File: src/rtl/core/hatoaa_pkg.sv
// ----------------------------------------------------------------------------
// hatoaa_pkg
// Shared widths and elaboration-time CORDIC constants (arctangent steps, gain).
// ----------------------------------------------------------------------------
`default_nettype none

package hatoaa_pkg;

	localparam int TRIG_FRAC = 30;
	localparam int TW = 34;          // sin/cos datapath, Q30
	localparam int VW = 64;          // vector datapath, Q60

	function automatic logic [63:0] udiv64(input logic [63:0] n, input logic [63:0] d);
		logic [64:0] rem;
		logic [63:0] q;
		rem = '0;
		q = '0;
		for (int k = 63; k >= 0; k--) begin
			rem = {rem[63:0], n[k]};
			q = q << 1;
			if (rem >= {1'b0, d}) begin
				rem = rem - {1'b0, d};
				q[0] = 1'b1;
			end
		end
		return q;
	endfunction

	function automatic logic [63:0] div_shl(input logic [63:0] n, input int s,
			input logic [63:0] d);
		logic [64:0] rem;
		logic [63:0] q;
		logic b;
		rem = '0;
		q = '0;
		for (int k = 0; k < 64 + s; k++) begin
			b = (k < 64) ? n[63 - k] : 1'b0;
			rem = {rem[63:0], b};
			q = q << 1;
			if (rem >= {1'b0, d}) begin
				rem = rem - {1'b0, d};
				q[0] = 1'b1;
			end
		end
		return q;
	endfunction

	function automatic logic [63:0] isqrt64(input logic [63:0] v_in);
		logic [63:0] v;
		logic [63:0] res;
		logic [63:0] b;
		v = v_in;
		res = '0;
		b = 64'd1 << 62;
		for (int k = 0; k < 32; k++)
			if (b > v) b = b >> 2;
		for (int k = 0; k < 32; k++) begin
			if (b != 0) begin
				if (v >= res + b) begin
					v = v - (res + b);
					res = (res >> 1) + b;
				end else begin
					res = res >> 1;
				end
				b = b >> 2;
			end
		end
		return res;
	endfunction

	function automatic logic [63:0] atan_inv_q60(input logic [63:0] m);
		logic [63:0] p;
		logic [63:0] sum;
		logic [63:0] t;
		p = udiv64(64'd1 << 60, m);
		sum = '0;
		for (int k = 0; k < 64; k++) begin
			if (p != 0) begin
				t = udiv64(p, 64'(2 * k + 1));
				if (k % 2 == 1) sum = sum - t;
				else sum = sum + t;
				p = udiv64(p, m * m);
			end
		end
		return sum;
	endfunction

	function automatic logic [63:0] atan_step(input int i, input int abits);
		logic [63:0] pi_q;
		logic [63:0] twopi;
		logic [63:0] at;
		logic [63:0] t;
		int sh;
		pi_q = 64'd16 * atan_inv_q60(64'd5) - 64'd4 * atan_inv_q60(64'd239);
		twopi = 64'd2 * pi_q;
		at = '0;
		if (i == 0) return 64'd1 << (abits - 3);
		for (int k = 0; k < 64; k++) begin
			sh = i * (2 * k + 1);
			if (sh <= 60) begin
				t = udiv64(64'd1 << (60 - sh), 64'(2 * k + 1));
				if (k % 2 == 1) at = at - t;
				else at = at + t;
			end
		end
		return (div_shl(at, abits + 1, twopi) + 64'd1) >> 1;
	endfunction

	function automatic logic [63:0] gain_q30(input int iters);
		logic [63:0] prod;
		prod = 64'd1 << 60;
		for (int i = 0; i < iters; i++)
			if (2 * i <= 62) prod = prod + (prod >> (2 * i));
		return isqrt64(div_shl(64'd1, 120, prod));
	endfunction

endpackage

`default_nettype wire

File: src/rtl/core/hatoaa_vec_cell.sv
// ----------------------------------------------------------------------------
// hatoaa_vec_cell
// One vectoring-mode CORDIC iteration, registered, with a passed sideband.
// ----------------------------------------------------------------------------
`default_nettype none

module hatoaa_vec_cell
	import hatoaa_pkg::*;
#(
	parameter int A = 32,
	parameter int IDX = 0,
	parameter int SW = 1
) (
	input  wire logic                 clk,
	input  wire logic                 arst_n,
	input  wire logic                 v_in,
	output logic                      rdy_out,
	input  wire logic signed [VW-1:0] x_in,
	input  wire logic signed [VW-1:0] y_in,
	input  wire logic [A-1:0]         a_in,
	input  wire logic [SW-1:0]        side_in,
	output logic                      v_out,
	input  wire logic                 rdy_in,
	output logic signed [VW-1:0]      x_out,
	output logic signed [VW-1:0]      y_out,
	output logic [A-1:0]              a_out,
	output logic [SW-1:0]             side_out
);

	localparam logic [A-1:0] STEP = A'(atan_step(IDX, A));

	logic v_q;

	assign rdy_out = !v_q || rdy_in;
	assign v_out = v_q;

	always_ff @(posedge clk or negedge arst_n) begin
		if (!arst_n) v_q <= 1'b0;
		else if (rdy_out) v_q <= v_in;
	end

	always_ff @(posedge clk) begin
		if (rdy_out && v_in) begin
			if (y_in >= 0) begin
				x_out <= x_in + (y_in >>> IDX);
				y_out <= y_in - (x_in >>> IDX);
				a_out <= a_in + STEP;
			end else begin
				x_out <= x_in - (y_in >>> IDX);
				y_out <= y_in + (x_in >>> IDX);
				a_out <= a_in - STEP;
			end
			side_out <= side_in;
		end
	end

endmodule

`default_nettype wire

File: config.mk
export PLATFORM = sky130hd
export DESIGN_NAME = hatoaa_vec_cell
export DESIGN_NICKNAME = d
export VERILOG_FILES = /design/src/rtl/core/hatoaa_pkg.sv /design/src/rtl/core/hatoaa_vec_cell.sv
export SDC_FILE = /design/constraint.sdc
export NUM_CORES = 1
export LEC_CHECK = 0
export ABC_CLOCK_PERIOD_IN_PS = 4400
export CORE_MARGIN = 10
export CORE_UTILIZATION = 45
export DETAILED_ROUTE_END_ITERATION = 8
export DONT_BUFFER_PORTS = 1
export MAX_ROUTING_LAYER = met4
export SKIP_CTS_REPAIR_TIMING = 1
export SYNTH_ARGS = -nofsm -noshare
export SYNTH_HDL_FRONTEND = slang
export SYNTH_SLANG_ARGS = --single-unit
File: constraint.sdc
create_clock -name clk -period 4.4 [get_ports clk]
set_input_delay 0 -clock clk [delete_from_list [all_inputs] [get_ports clk]]
set_output_delay 0 -clock clk [all_outputs]
set_load 0.02 [all_outputs]
== Yosys cells after proc, flatten, opt, wreduce, memory -nomap -nowiden ==
Cells that the tools add are included.
Storage, ports and cells
  bits in registers: 162
  latch bits: 0
  bits in writable memories: 0
  bits in read-only memories: 0
  output and inout bits: 163
  memories: 0
Operators by class
  $add $sub $neg: 5
  $mul: 0
  div/mod/pow operators: 0
  $lt $le $gt $ge: 1
  equality and inequality tests: 0
  shifts and indexed selects: 0
  muxes and demuxes: 3
  bitwise logic cells: 0
  reductions and logical operators: 3
Operator list (count)
  two-way mux 64 bit: 2
  subtractor 64 bit: 2
  adder 64 bit: 1
  greater-or-equal comparator 64 x 1 -> 1 bit (second input constant): 1
  adder 32 x 30 -> 32 bit (second input constant): 1
  two-way mux 32 bit: 1
  subtractor 32 x 30 -> 32 bit (second input constant): 1
  logical AND 1 bit: 1
  zero test 1 bit: 1
  logical OR 1 bit: 1

== Longest topological paths before layout ==
  depth in word-level cells: 3
  mapped depth: 14
  depth with buffers taken out: 13

== Least setup slack after synthesis ==
OpenSTA, ideal clock, no wires.
  path kind: flip-flop to flip-flop
  start: register v_q, in the netlist v_out
  end: register a_out[0] (enable)
  setup time: 538 ps
  arrival: 4403 ps
  required time: 3862 ps
  path slack: -541 ps
  stages on the path, launching flop included: 3
  cells stage by stage: dfrtp_1 -> nand2b_1 -> and2_1
On the way
  word-level cells in the longest chain between the ends: 3
Ends and longest elaborated chain
  from (decl): line hatoaa_vec_cell.sv:32  | logic v_q;
  from (signal assigned): line hatoaa_vec_cell.sv:39  | else if (rdy_out) v_q <= v_in;
  zero test 1 bit: line hatoaa_vec_cell.sv:34  | assign rdy_out = !v_q || rdy_in;
  logical OR 1 bit: line hatoaa_vec_cell.sv:34
  named net rdy_out: line hatoaa_vec_cell.sv:17  | output logic rdy_out,
  logical AND 1 bit: line hatoaa_vec_cell.sv:43  | if (rdy_out && v_in) begin
  to (signal assigned): line hatoaa_vec_cell.sv:47  | a_out <= a_in + STEP;
  to (signal assigned): line hatoaa_vec_cell.sv:51  | a_out <= a_in - STEP;
  to (decl): line hatoaa_vec_cell.sv:26  | output logic [A-1:0] a_out,
The timed path passes the listed nets, and every way through them passes these cells.
A chain may end at the register's enable or synchronous reset.

== Worst setup path in the final report ==
  start: input port x_in[9]
  end: register y_out[63] (data pin)
On the way
  word-level cells in the longest chain between the ends: 2
Ends and longest elaborated chain
  from (decl): line hatoaa_vec_cell.sv:18  | input wire logic signed [VW-1:0] x_in,
  adder 64 bit / subtractor 64 bit (equally long branches): line hatoaa_vec_cell.sv:50, hatoaa_vec_cell.sv:46
  two-way mux 64 bit *: line hatoaa_vec_cell.sv:44  | if (y_in >= 0) begin
  to (signal assigned): line hatoaa_vec_cell.sv:46  | y_out <= y_in - (x_in >>> IDX);
  to (signal assigned): line hatoaa_vec_cell.sv:50  | y_out <= y_in + (x_in >>> IDX);
  to (decl): line hatoaa_vec_cell.sv:25  | output logic signed [VW-1:0] y_out,
Every way passes the cells marked *; elsewhere a longest branch is shown, timed or not.

==> flow_metrics.tcl <==
set metrics [dict create \
    grt_setup_unrepaired "false" \
    clk_root_buffer_cell "clkbuf_16" \
    syn_inst 2115 \
    ys_ff_latch 161 \
    drt_wl_total_um 74000 \
    clkTransAtPathRegs_ns 0.09 \
    grt_pass1_vias 16000 \
    numPortBuffers 0 \
    maxSlewViolCount 0 \
    final.setup.tns_ns 0 \
    fp.dieW_um 216 \
    yosysUniqueCellTypes 78 \
    h-tree-depth 4 \
    n_antenna_cell 0 \
    antenna_found_initial 0 \
    post-synth-top-count-cell "a21oi_1" \
    dr_total_vias 17100 \
    worst-setup-path-type "primary input to register" \
    period_share_pct 84.3 \
    hpwlAfterDp_um 58500 \
    row_count 71 \
    synth-seq-area-share_pct 28.1 \
    layout-drive-gt1-share_pct 4.27 \
    ir_drop_uv 306 \
    async_reset_ff_share_pct 0.621 \
    timing.max_cap.violations 0 \
    drc_errors 0 \
    finalPower_uw 6030 \
    wl_per_cell_um 28.0 \
    powerDensity_mw_per_mm2 321 \
    cts_tree "built" \
    cts_num_sinks 161 \
    synth_fp_nets 2474 \
    outcome "finished, final reports clean" \
    viasPerCell 6.46 \
    insertion_delay_ns 0.48 \
    avgSynthCellArea_um2 8.14 \
    worst_ep_required_time_ns 4.65 \
    core_area_mm2 0.0377 \
    cts_buffers 17 \
    synth_top_flop_cell "edfxtp_1" \
    hold_viol 0 \
    grt_max_degree 161 \
    cts.path.max_buffers 2 \
    yosys_warnings 0 \
    fillCellCount 3761 \
    post-route-min-period_ns 3.71 \
    fp.dieH_um 216 \
    leakage_uw 0.00757 \
    finalSetupViolCount 0 \
    fmax_ghz 0.270 \
    crit_arrival_ns 3.96 \
    endpoint_kind "register" \
    grt_usage_pct 30.7 \
    place_congestion 1.00 \
    die_area_mm2 0.0465 \
    dr.pass1.iters 9 \
    multi_input_area_mm2 0.0112 \
    clock_skew_ns 0.0112 \
    yosys.area.top_type "edfxtp_1" \
    critPathMaxFanout 17 \
    ant_nets 0 \
    wl_met2_um 34600 \
    topRoutingLayerUsed "met4" \
    pin_count 328 \
    yosys-top-cells-count "a21oi_1 (295), inv_1 (201), ha_1 (190), o21ai_0 (162), edfxtp_1 (160)" \
    slew_headroom_pct 4.75 \
    tightest_slew_ns 1.41 \
    grt_first_pass_wirelength_um 106000 \
    cp-start-kind "primary input" \
    syn_area_mm2 0.0172 \
    globalRouteOverflowTotal 0 \
    synth-edff-count 160 \
    start_util_pct 45.7 \
    nNetsFinal 2475 \
    met1_length_um 31100 \
    area_growth_pct 9.30 \
    synthDominantCellAreaShare_pct 27.9 \
    dr_wl_met3_um 5880 \
    hold_path_class "primary input to register" \
    seq_area_mm2 0.00483 \
    dr.first_iter.drc_count 1913 \
    ys_top_cells_by_area "edfxtp_1 (28%), ha_1 (14%), a21oi_1 (8.6%), xnor2_1 (6.0%), o21ai_0 (4.7%)" \
]
[cells by family after synthesis]
logic type / after synthesis / share of synthesized area, %
mux: 34 / 1.98
fa+ha+maj: 194 / 14.3
compound gates: 795 / 28.7
simple gates: 506 / 14.0
buf+inv: 303 / 6.77
xor+xnor: 122 / 6.21
flops: 161 / 28.1
[stage by stage]
| stage | setup WS, ns | cells | area, um^2 | util (%) | hold WS [ns] |
|---|---|---|---|---|---|
| floorplan | 1.24 | 2115 | 17200 | - | -0.296 |
| global placement | 0.532 | 2561 | 17700 | 47.0 | -0.296 |
| detailed placement | 0.628 | 2561 | 17700 | 47.0 | -0.296 |
| CTS | 1.10 | 2593 | 18300 | 48.7 | -0.813 |
| global route | 0.511 | 2640 | 18800 | 50.0 | 0.00478 |
| finish | 0.692 | 2640 | 18800 | 50.0 | 0.00364 |
[area by class of cell]
| cell class | count | area share [%] |
|---|---|---|
| clock buffer | 17 | 2.26 |
| timing repair buffer | 76 | 3.82 |
| clock inverter | 15 | 1.04 |
| multi-input combinational | 1651 | 59.6 |
| tap | 511 | 3.40 |
| sequential | 161 | 25.7 |
| inverter | 209 | 4.18 |
[layer usage]
metal	vias up	GRT usage, %
li1	7704	-
met3	134	5.38
met4	0	10.4
met2	928	48.8
met5	-	-
met1	8288	38.9
[layout by cell type (no fill, tap or decap), types with 9 or more instances in the layout]
master         count
nand2b_1          16
a31oi_1           18
a21o_1            38
a21boi_0          11
edfxtp_1         160
clkbuf_16         17
xnor2_1          118
o31a_1            12
o211ai_1          29
nor2_1           155
a211oi_1          20
nand3_1           38
nor3_1            41
buf_4             28
a221oi_1           9
nand2_1          123
nand4_1           37
nor2b_1           16
a21oi_1          295
mux2i_1           33
o21ai_0          162
inv_1            201
or3_1              9
dlygate4sd3_1     46
o21a_1            26
o31ai_1           29
o21bai_1          60
nor4_1            25
ha_1             190
[final timing paths]
path                          start   endpoint  slack [ns]  depth (start not counted)
hold / removal             y_in[49]  x_out[49]       0.004                          2
setup / recovery            x_in[9]  y_out[63]        0.69                         14
setup reg to reg              v_out  y_out[28]        2.33                          3
min in group asynchronous    arst_n      v_out        0.27                          2
max in group asynchronous    arst_n      v_out        4.03                          2
hold reg to reg               v_out      v_out        1.42                          3
[power breakdown]
part,internal (uW),leakage [uW],switching (uW)
clock,783,0.000302,846
combinational,734,0.00573,1420
sequential,1950,0.00153,297
total,3470,0.00757,2560
[registers in the layout, summed over array words and instances (netlist names)]
register / count
a_out: 32
x_out: 64
v_out: 1
y_out: 63
side_out: 1
[worst max-delay path, cell delays in order]
cell and delay (ns):
inv_1 0.02, ha_1 0.68, nor2_1 0.10, a211oi_1 0.52
nor3_1 0.16, a21oi_1 0.21, nand3_1 0.22, o2111ai_1 0.46
a21boi_0 0.17, buf_4 0.19, o2111ai_1 0.34, a41oi_1 0.19
xnor2_1 0.15, dlygate4sd3_1 0.55
Power figures use the tool's default switching activity.
