<file path="config.mk">
export PLATFORM = sky130hd
export DESIGN_NAME = hatoaa_rot_cell
export DESIGN_NICKNAME = d
export VERILOG_FILES = /design/src/rtl/core/hatoaa_pkg.sv /design/src/rtl/core/hatoaa_rot_cell.sv
export SDC_FILE = /design/constraint.sdc
export NUM_CORES = 1
export LEC_CHECK = 0
export ABC_AREA = 1
export ABC_CLOCK_PERIOD_IN_PS = 22100
export BUFFER_PORTS_ARGS = -buffer_cell sky130_fd_sc_hd__buf_2
export CORE_UTILIZATION = 30
export DETAILED_ROUTE_END_ITERATION = 7
export GPL_ROUTABILITY_DRIVEN = 1
export PLACE_DENSITY = 0.58
export SETUP_SLACK_MARGIN = 0.5
export SLEW_MARGIN = 10
export SYNTH_ARGS = -nofsm -noshare
export SYNTH_HDL_FRONTEND = slang
export SYNTH_SLANG_ARGS = --single-unit
</file>
<file path="constraint.sdc">
create_clock -name clk -period 22.1 [get_ports clk]
set_input_delay 2.21 -clock clk [delete_from_list [all_inputs] [get_ports clk]]
set_output_delay 2.21 -clock clk [all_outputs]
set_load 0.03 [all_outputs]
</file>
<file path="src/rtl/core/hatoaa_pkg.sv">
// ----------------------------------------------------------------------------
// hatoaa_pkg
// Shared widths and elaboration-time CORDIC constants (arctangent steps, gain).
// ----------------------------------------------------------------------------
`default_nettype none

package hatoaa_pkg;

	localparam int TRIG_FRAC = 30;
	localparam int TW = 34;          // sin/cos datapath, Q30
	localparam int VW = 64;          // vector datapath, Q60

	function automatic logic [63:0] udiv64(input logic [63:0] n, input logic [63:0] d);
		logic [64:0] rem;
		logic [63:0] q;
		rem = '0;
		q = '0;
		for (int k = 63; k >= 0; k--) begin
			rem = {rem[63:0], n[k]};
			q = q << 1;
			if (rem >= {1'b0, d}) begin
				rem = rem - {1'b0, d};
				q[0] = 1'b1;
			end
		end
		return q;
	endfunction

	function automatic logic [63:0] div_shl(input logic [63:0] n, input int s,
			input logic [63:0] d);
		logic [64:0] rem;
		logic [63:0] q;
		logic b;
		rem = '0;
		q = '0;
		for (int k = 0; k < 64 + s; k++) begin
			b = (k < 64) ? n[63 - k] : 1'b0;
			rem = {rem[63:0], b};
			q = q << 1;
			if (rem >= {1'b0, d}) begin
				rem = rem - {1'b0, d};
				q[0] = 1'b1;
			end
		end
		return q;
	endfunction

	function automatic logic [63:0] isqrt64(input logic [63:0] v_in);
		logic [63:0] v;
		logic [63:0] res;
		logic [63:0] b;
		v = v_in;
		res = '0;
		b = 64'd1 << 62;
		for (int k = 0; k < 32; k++)
			if (b > v) b = b >> 2;
		for (int k = 0; k < 32; k++) begin
			if (b != 0) begin
				if (v >= res + b) begin
					v = v - (res + b);
					res = (res >> 1) + b;
				end else begin
					res = res >> 1;
				end
				b = b >> 2;
			end
		end
		return res;
	endfunction

	function automatic logic [63:0] atan_inv_q60(input logic [63:0] m);
		logic [63:0] p;
		logic [63:0] sum;
		logic [63:0] t;
		p = udiv64(64'd1 << 60, m);
		sum = '0;
		for (int k = 0; k < 64; k++) begin
			if (p != 0) begin
				t = udiv64(p, 64'(2 * k + 1));
				if (k % 2 == 1) sum = sum - t;
				else sum = sum + t;
				p = udiv64(p, m * m);
			end
		end
		return sum;
	endfunction

	function automatic logic [63:0] atan_step(input int i, input int abits);
		logic [63:0] pi_q;
		logic [63:0] twopi;
		logic [63:0] at;
		logic [63:0] t;
		int sh;
		pi_q = 64'd16 * atan_inv_q60(64'd5) - 64'd4 * atan_inv_q60(64'd239);
		twopi = 64'd2 * pi_q;
		at = '0;
		if (i == 0) return 64'd1 << (abits - 3);
		for (int k = 0; k < 64; k++) begin
			sh = i * (2 * k + 1);
			if (sh <= 60) begin
				t = udiv64(64'd1 << (60 - sh), 64'(2 * k + 1));
				if (k % 2 == 1) at = at - t;
				else at = at + t;
			end
		end
		return (div_shl(at, abits + 1, twopi) + 64'd1) >> 1;
	endfunction

	function automatic logic [63:0] gain_q30(input int iters);
		logic [63:0] prod;
		prod = 64'd1 << 60;
		for (int i = 0; i < iters; i++)
			if (2 * i <= 62) prod = prod + (prod >> (2 * i));
		return isqrt64(div_shl(64'd1, 120, prod));
	endfunction

endpackage

`default_nettype wire

</file>
<file path="src/rtl/core/hatoaa_rot_cell.sv">
// ----------------------------------------------------------------------------
// hatoaa_rot_cell
// One rotation-mode CORDIC iteration on three angle lanes, registered.
// ----------------------------------------------------------------------------
`default_nettype none

module hatoaa_rot_cell
	import hatoaa_pkg::*;
#(
	parameter int A = 32,
	parameter int IDX = 0,
	parameter int SW = 3
) (
	input  wire logic                clk,
	input  wire logic                arst_n,
	input  wire logic                v_in,
	output logic                     rdy_out,
	input  wire logic signed [TW-1:0] x_in [3],
	input  wire logic signed [TW-1:0] y_in [3],
	input  wire logic signed [A-1:0]  a_in [3],
	input  wire logic [SW-1:0]        side_in,
	output logic                     v_out,
	input  wire logic                rdy_in,
	output logic signed [TW-1:0]     x_out [3],
	output logic signed [TW-1:0]     y_out [3],
	output logic signed [A-1:0]      a_out [3],
	output logic [SW-1:0]            side_out
);

	localparam logic signed [A-1:0] STEP = A'(atan_step(IDX, A));

	logic v_q;
	logic signed [TW-1:0] nx [3];
	logic signed [TW-1:0] ny [3];
	logic signed [A-1:0]  na [3];

	assign rdy_out = !v_q || rdy_in;
	assign v_out = v_q;

	always_comb begin
		for (int l = 0; l < 3; l++) begin
			if (a_in[l] >= 0) begin
				nx[l] = x_in[l] - (y_in[l] >>> IDX);
				ny[l] = y_in[l] + (x_in[l] >>> IDX);
				na[l] = a_in[l] - STEP;
			end else begin
				nx[l] = x_in[l] + (y_in[l] >>> IDX);
				ny[l] = y_in[l] - (x_in[l] >>> IDX);
				na[l] = a_in[l] + STEP;
			end
		end
	end

	always_ff @(posedge clk or negedge arst_n) begin
		if (!arst_n) v_q <= 1'b0;
		else if (rdy_out) v_q <= v_in;
	end

	always_ff @(posedge clk) begin
		if (rdy_out && v_in) begin
			x_out <= nx;
			y_out <= ny;
			a_out <= na;
			side_out <= side_in;
		end
	end

endmodule

`default_nettype wire

</file>
Yosys cells after proc, flatten, opt, wreduce, memory -nomap -nowiden
Cells that the tools add are included.
{ "totals": {"regBits": 304, "inputBits": 307, "out_inout_bits": 305} }
{ "op_classes": {"addsub": 15, "magnitude_cmp": 3, "mux": 9, "reduce_logical": 3} }
{ "op_table": {"columns": ["cell", "count"], "rows": [
  ["two-way mux 34 bit", 6],
  ["subtractor 34 bit", 6],
  ["adder 34 bit", 3],
  ["adder 32 x 31 -> 32 bit (second input constant)", 3],
  ["greater-or-equal comparator 32 x 1 -> 1 bit (second input constant)", 3],
  ["two-way mux 32 bit", 3],
  ["subtractor 32 x 31 -> 32 bit (second input constant)", 3],
  ["logical AND 1 bit", 1],
  ["logical NOT 1 bit", 1],
  ["logical OR 1 bit", 1]
]} }

Depth between registers and ports, before layout
Gate-level depths: netlist (run 1).
{ "depth": {"ltp_word": 3, "ltp_mapped": 18} }

Worst setup path after synthesis (run 1)
No wires, ideal clock.
{ "synth_timing": {"path_type": "input -> register", "start": "in v_in", "end": "reg a_out[0] in the netlist's numbering, enable pin", "setup_ns": 1.062, "arrival_ns": 16.629, "required_time_ns": 21.038, "setup_slack_ns": 4.410, "stages": 2, "n_path_buf": 0, "cell_sequence": "inv_1 a21oi_1"} }
{ "synth_between": {"elab_chain_cells": 1} }
{ "synth_lines": {"columns": ["element", "line_no", "rtl"], "rows": [
  ["start, declared", "hatoaa_rot_cell.sv:16", "input wire logic v_in,"],
  ["logical AND 1 bit", "hatoaa_rot_cell.sv:60", "if (rdy_out && v_in) begin"],
  ["end signal, assigned", "hatoaa_rot_cell.sv:63", "a_out <= na;"],
  ["end, declared", "hatoaa_rot_cell.sv:26", "output logic signed [A-1:0] a_out [3],"]
]} }
No other way between the ends.
A chain may end at the register's enable or synchronous reset.

Worst setup path after layout (run 1)
{ "layout_timing": {"start": "in rdy_in", "end": "out rdy_out"} }
{ "layout_between": {"elab_chain_cells": 1} }
{ "layout_lines": {"columns": ["element", "line_no", "rtl"], "rows": [
  ["start, declared", "hatoaa_rot_cell.sv:23", "input wire logic rdy_in,"],
  ["logical OR 1 bit", "hatoaa_rot_cell.sv:37", "assign rdy_out = !v_q || rdy_in;"],
  ["end, declared", "hatoaa_rot_cell.sv:17", "output logic rdy_out,"]
]} }
No other way between the ends.

==> impl_metrics.yaml, run 1 <==
run_status:
  status: "complete, no violations"
sta:
  fin_skew_ps: 30.4
  period_needed_ps: 4880
  fmax_ghz: 0.205
  final.setup.tns_ps: 0
  finalCritPeriodShare_pct: 22.1
  worst_slew_pin_slew_ps: 956
  grt_setup_unrepaired: "no"
  hold_viol_final: 0
  setup_viol: 0
  slew_violations: 0
  slew_headroom_pct: 36.3
logic_synthesis:
  synth-edff-count: 300
  netlist_area_mm2: 0.0304
  yosys-top-cells-area: "edfxtp_1, nand2_1, ha_1"
  avgSynthCellArea_um2: 6.85
  synth-main-ff-cell: "edfxtp_1"
  synth.distinct_cells: 47
  synth_top_area_cell: "edfxtp_1"
  ys_seq_area_share_pct: 29.8
  synth_warnings: 0
  syn-num-nets: 5049
  async_reset_ff_share_pct: 0.332
  synth_top_area_share_pct: 29.7
  ys_seq_elements: 301
  synthCells: 4433
floorplanning:
  rows: 116
  die_h_um: 320
  core_mm2: 0.100
  dieArea_mm2: 0.102
  die_w_um: 320
  io_pins: 612
  start_util_pct: 30.3
final_layout:
  final_nets: 5589
  fin_cells: 6304
  layout-drive-gt1-share_pct: 15.4
  syn_to_final_growth_pct: 17.6
  final_core_util_pct: 35.6
  mostFrequentLayoutCells: "nand2_1, buf_2, inv_1, nand3_1, a21oi_1"
  fillers: 11000
  final_common_cell: "nand2_1"
  design_area_mm2: 0.0357
place:
  place_congestion: 0.976
  placed_cell_area_mm2: 0.0344
  post-dp-hpwl_um: 105000
  port_buffers: 611
  dp.cells: 6229
cts:
  ctsResizeCount: 0
  h-tree-depth: 2
  postCtsHoldBufs: 0
  cts_tree: "done"
  clkTransAtPathRegs_ps: 60
  root_buffer: "clkbuf_16"
  clockBufferDepth: 3
  clock-sinks: 301
  worstSkewPairLatency_ps: 620
  cts_buffers: 40
  post_cts_buffers: 0
setup_path:
  critPathMaxFanout: 2
  timing.critical_path.to_type: "output pin"
  worst_ep_required_time_ps: 19890
  critPathKind: "in2out"
  arrival_ps: 2670
  critPathLaunchType: "input pin"
global_routing:
  grt_pass1_vias: 29800
  grt_max_degree: 77
  antenna_found_initial: 14
  grt.overflow.total: 0
  grtUsageTotal_pct: 23.6
  grt_pass1_wl_um: 184000
detailed_routing:
  postRouteAntennaNets: 0
  wirelength_um: 126000
  routedWlPerCell_um: 19.9
  post-route-drc-count: 0
  drt_iter0_drc: 2594
  vias: 32000
  post_drt_via_cell_ratio: 5.08
  dr.pass1.iters: 6
flow_run:
  drv_cap: 0
pwr:
  p_per_area_mw_per_mm2: 62.1
  irDropWorstVdd_mv: 0.0539
  p_leak_uw: 0.0175
hold_path:
  hp-class: "reg2reg"
==> worst paths after layout <==
check	cells after the start	to	slack, ps	from
worst max register to register	4	a_out[93]	18560	v_out
worst min register to register	2	v_out	600	v_out
max in group asynchronous	1	v_out	20640	arst_n
min in group asynchronous	1	v_out	1380	arst_n
worst max-delay path	4	rdy_out	17220	rdy_in
worst min-delay path	2	v_out	600	v_out
==> synthesized netlist by cell type, types with 6 or more instances <==
library cell and count:
xor2_1 80, o22ai_1 8, a21oi_1 409, clkbuf_1 25, nand3_1 418, edfxtp_1 300
o21ai_1 23, nand2_2 16, ha_1 297, nor3_1 47, buf_2 46, nor2_2 15
a21oi_2 7, inv_1 600, o211ai_1 18, nor2_1 399, or2_1 7, nor3_2 9
buf_4 49, nor4_2 6, a31oi_1 7, o21ai_0 270, a21o_1 35, o21bai_1 37
nand2_1 1194, nand4_1 31, inv_2 16, fa_1 12
==> sequential cells by signal (all words and copies together) (netlist names) <==
name / flops
x_out: 102
side_out: 3
y_out: 99
a_out: 96
v_out: 1
==> cells by family (layout without fill, tap and decap cells) <==
| family | count (synthesis) | count (layout) | share of synthesized area, % |
|---|---|---|---|
| buffers and inverters | 741 | 1311 | 10.0 |
| AOI/OAI and AO/OA | 834 | 834 | 14.9 |
| xor gates and xnor gates | 82 | 82 | 2.37 |
| muxes | 5 | 5 | 0.165 |
| adders and majority gates | 309 | 309 | 13.0 |
| and+or+nand+nor | 2161 | 2161 | 29.8 |
| DFF | 301 | 301 | 29.8 |
| other | 0 | 3 | 0 |
==> metrics by stage <==
step                      power (uW)  hold WS, ps  worst slack, ps
final                           2210          597            17220
after CTS                       2240          603            17190
after floorplan                 1300          895             4410
after detailed placement        1570          592            16530
after global routing            2340          634            17000
after global placement          1570          591            16580
==> where the power goes <==
part,total [uW],internal [uW],leakage [uW],switching [uW]
sequential,716,700,0.00288,16.4
clock,646,369,0.000611,277
combinational,852,236,0.0141,617
==> cell type report <==
type	instances	area, um^2	share of cell area [%]
multi-input cells	3391	18300	51.2
flip-flops and latches	301	9030	25.3
repair buffers	622	3140	8.80
inverters	617	2320	6.49
well taps	1298	1620	4.55
clock buffers	43	1010	2.84
clock inverters	29	267	0.747
diodes	3	7.51	0.0210
==> worst max-delay path: stages <==
cell and delay, ps:
buf_2 90, inv_1 100, nand2_1 80, buf_2 180
==> layer usage <==
layer | routed length (um) | GRT usage, % | part of all wire, %
met2 | 57400 | 38.8 | 46
met5 | 71 | 0 | 0.057
met1 | 55900 | 32.1 | 45
met3 | 9620 | 4.27 | 7.7
met4 | 2540 | 5.11 | 2.0
Power figures use the tool's default switching activity.
==> run 2, diff against run 1 <==
--- a/config.mk
+++ b/config.mk
@@ -6,7 +6,7 @@
 export NUM_CORES = 1
 export LEC_CHECK = 0
 export ABC_AREA = 1
-export ABC_CLOCK_PERIOD_IN_PS = 22100
+export ABC_CLOCK_PERIOD_IN_PS = 4900
 export BUFFER_PORTS_ARGS = -buffer_cell sky130_fd_sc_hd__buf_2
 export CORE_UTILIZATION = 30
 export DETAILED_ROUTE_END_ITERATION = 7
==> constraint.sdc (replaced) <==
create_clock -name clk -period 4.9 [get_ports clk]
set_input_delay 0.49 -clock clk [delete_from_list [all_inputs] [get_ports clk]]
set_output_delay 0.49 -clock clk [all_outputs]
set_load 0.03 [all_outputs]
==> impl_metrics.yaml, run 2 (synthesis gave the netlist of run 1 again) <==
sta:
  fin_skew_ps: 11.1
  setup_viol: 0
  grt_setup_unrepaired: "no"
  slew_violations: 0
  period_needed_ps: 2570
  worst_slew_pin_slew_ps: 1030
  hold_viol_final: 0
  whs_ps: 41.0
  slew_headroom_pct: 31.6
  finalCritPeriodShare_pct: 52.4
  fmax_ghz: 0.389
floorplanning:
  dieArea_mm2: 0.102
  core_mm2: 0.100
  rows: 116
  start_util_pct: 30.3
  die_h_um: 320
  die_w_um: 320
  io_pins: 612
pwr:
  p_leak_uw: 0.0179
  p_int_uw: 6210
  p_per_area_mw_per_mm2: 285
  seqPwrFrac_pct: 31.2
  irDropWorstVdd_mv: 0.230
  p_sw_share_pct: 40.4
  pwr-share-clk_pct: 31.5
  combPwrFrac_pct: 37.3
  netSwitchingPower_uw: 4210
detailed_routing:
  drt_iter0_drc: 2905
  post_drt_via_cell_ratio: 5.14
  postRouteAntennaNets: 0
  dr.pass1.iters: 6
  post-route-drc-count: 0
  wirelength_um: 129000
  routedWlPerCell_um: 20.2
  vias: 32800
final_layout:
  multi_input_area_mm2: 0.0183
  syn_to_final_growth_pct: 20.5
  layout-drive-gt1-share_pct: 15.3
  largest_reg_flops: 102
  final_core_util_pct: 36.5
  mostFrequentLayoutCells: "nand2_1, buf_2, inv_1, nand3_1, a21oi_1"
  top_register: "x_out"
  fillers: 10800
  final_nets: 5659
  reg_top3: "x_out x102, y_out x99, a_out x96"
  regArea_mm2: 0.00903
  final_common_cell: "nand2_1"
cts:
  worstSkewPairLatency_ps: 620
  cts_tree: "done"
  post_cts_buffers: 0
  cts_buffers: 43
  clockBufferDepth: 3
  clkTransAtPathRegs_ps: 60
  clock-sinks: 301
  root_buffer: "clkbuf_16"
  h-tree-depth: 2
global_routing:
  grt.met3_usage_pct: 4.71
  busiest_layer: "met2"
  use_met2_pct: 40.0
  grt_pass1_wl_um: 188000
  grt_max_degree: 106
  grtUsageTotal_pct: 24.2
  grtUsageMet1_pct: 31.8
  grt_pass1_vias: 31000
  grt.overflow.total: 0
  antenna_found_initial: 9
run_status:
  status: "complete, no violations"
setup_path:
  critPathLaunchType: "input pin"
  arrival_ps: 2950
  reg2reg_to: "a_out[71]"
  timing.critical_path.to_type: "flop"
  r2r_setup_slack_ps: 2890
  r2r-start: "v_out"
  r2r_cells: 2
  worst_ep_required_time_ps: 5280
  critPathMaxFanout: 10
  critPathKind: "in2reg"
hold_path:
  hp-class: "in2reg"
  holdPathEnd: "a_out[82]"
  worstHoldStart: "a_in[82]"
  worstHoldPathCells: 1
place:
  port_buffers: 611
  post-dp-hpwl_um: 107000
  place_congestion: 1.01
flow_run:
  drv_cap: 0
==> run 2: cell count changes in the layout (fill, tap and decap cells not counted), sizes merged, moves of 2 or more <==
cell / change
bufinv: +3
inv: +3
dlygate4sd3: +67
clkinvlp: -2
clkinv: -5
clkbuf: +9
==> run 2: timing repair <==
item                      4_1_cts  5_1_grt
hold buffers                   67        0
resized for setup               0        0
hold endpoints to repair       67        0
==> run 2: layout make-up <==
type	count	share of cell area [%]
Timing Repair Buffer	689	10.5
Clock inverter	28	0.927
Inverter	617	6.33
Antenna cell	2	0.0137
Sequential cell	301	24.7
Tap cell	1298	4.44
Clock buffer	52	3.03
Multi-Input combinational cell	3391	50.0
==> run 2: power groups by stage <==
stage               sequential [uW]  combinational (uW)  clock (uW)
finish                         3250                3890        3290
global route                   3270                4230        3490
CTS                            3260                3830        3410
detailed placement             3300                3770           0
global placement               3300                3770           0
floorplan                      3720                2060           0
==> run 2: critical path: stages <==
cell and delay, ps:
buf_2 100, inv_1 40, ha_1 430, a21oi_1 500
o21ai_1 330, nand2_1 160, nand2_1 90, nand2_1 80
nand2_1 160, xor2_1 190, o21ai_0 360
==> run 2: worst max-delay path by stage <==
stage	start	endpoint	cells after the start
6_report	x_in[3]	y_out[16]	11
5_1_grt	x_in[20]	y_out[33]	12
4_1_cts	x_in[3]	y_out[16]	11
3_5_place_dp	x_in[3]	y_out[16]	11
3_3_place_gp	x_in[3]	y_out[16]	11
2_1_floorplan	v_out	a_out[0]	1
==> run 2: per-layer routing <==
layer / share of wire (%) / up-vias
met5: 0.041 / -
met1: 43 / 15300
li1: - / 15800
met2: 46 / 1461
met3: 8.3 / 197
met4: 2.7 / 8
==> run 2: per-stage QoR <==
stage / worst slack, ps / setup TNS (ps) / instances / total power [uW] / instance area (um^2)
after detailed placement: 1870 / 0 / 6229 / 7080 / 34400
final: 2330 / 0 / 6378 / 10400 / 36600
after floorplan: -1090 / -327830 / 4433 / 5780 / 30400
after global placement: 1850 / 0 / 6229 / 7070 / 34400
after CTS: 2540 / 0 / 6376 / 10500 / 36600
after global routing: 2300 / 0 / 6376 / 11000 / 36600
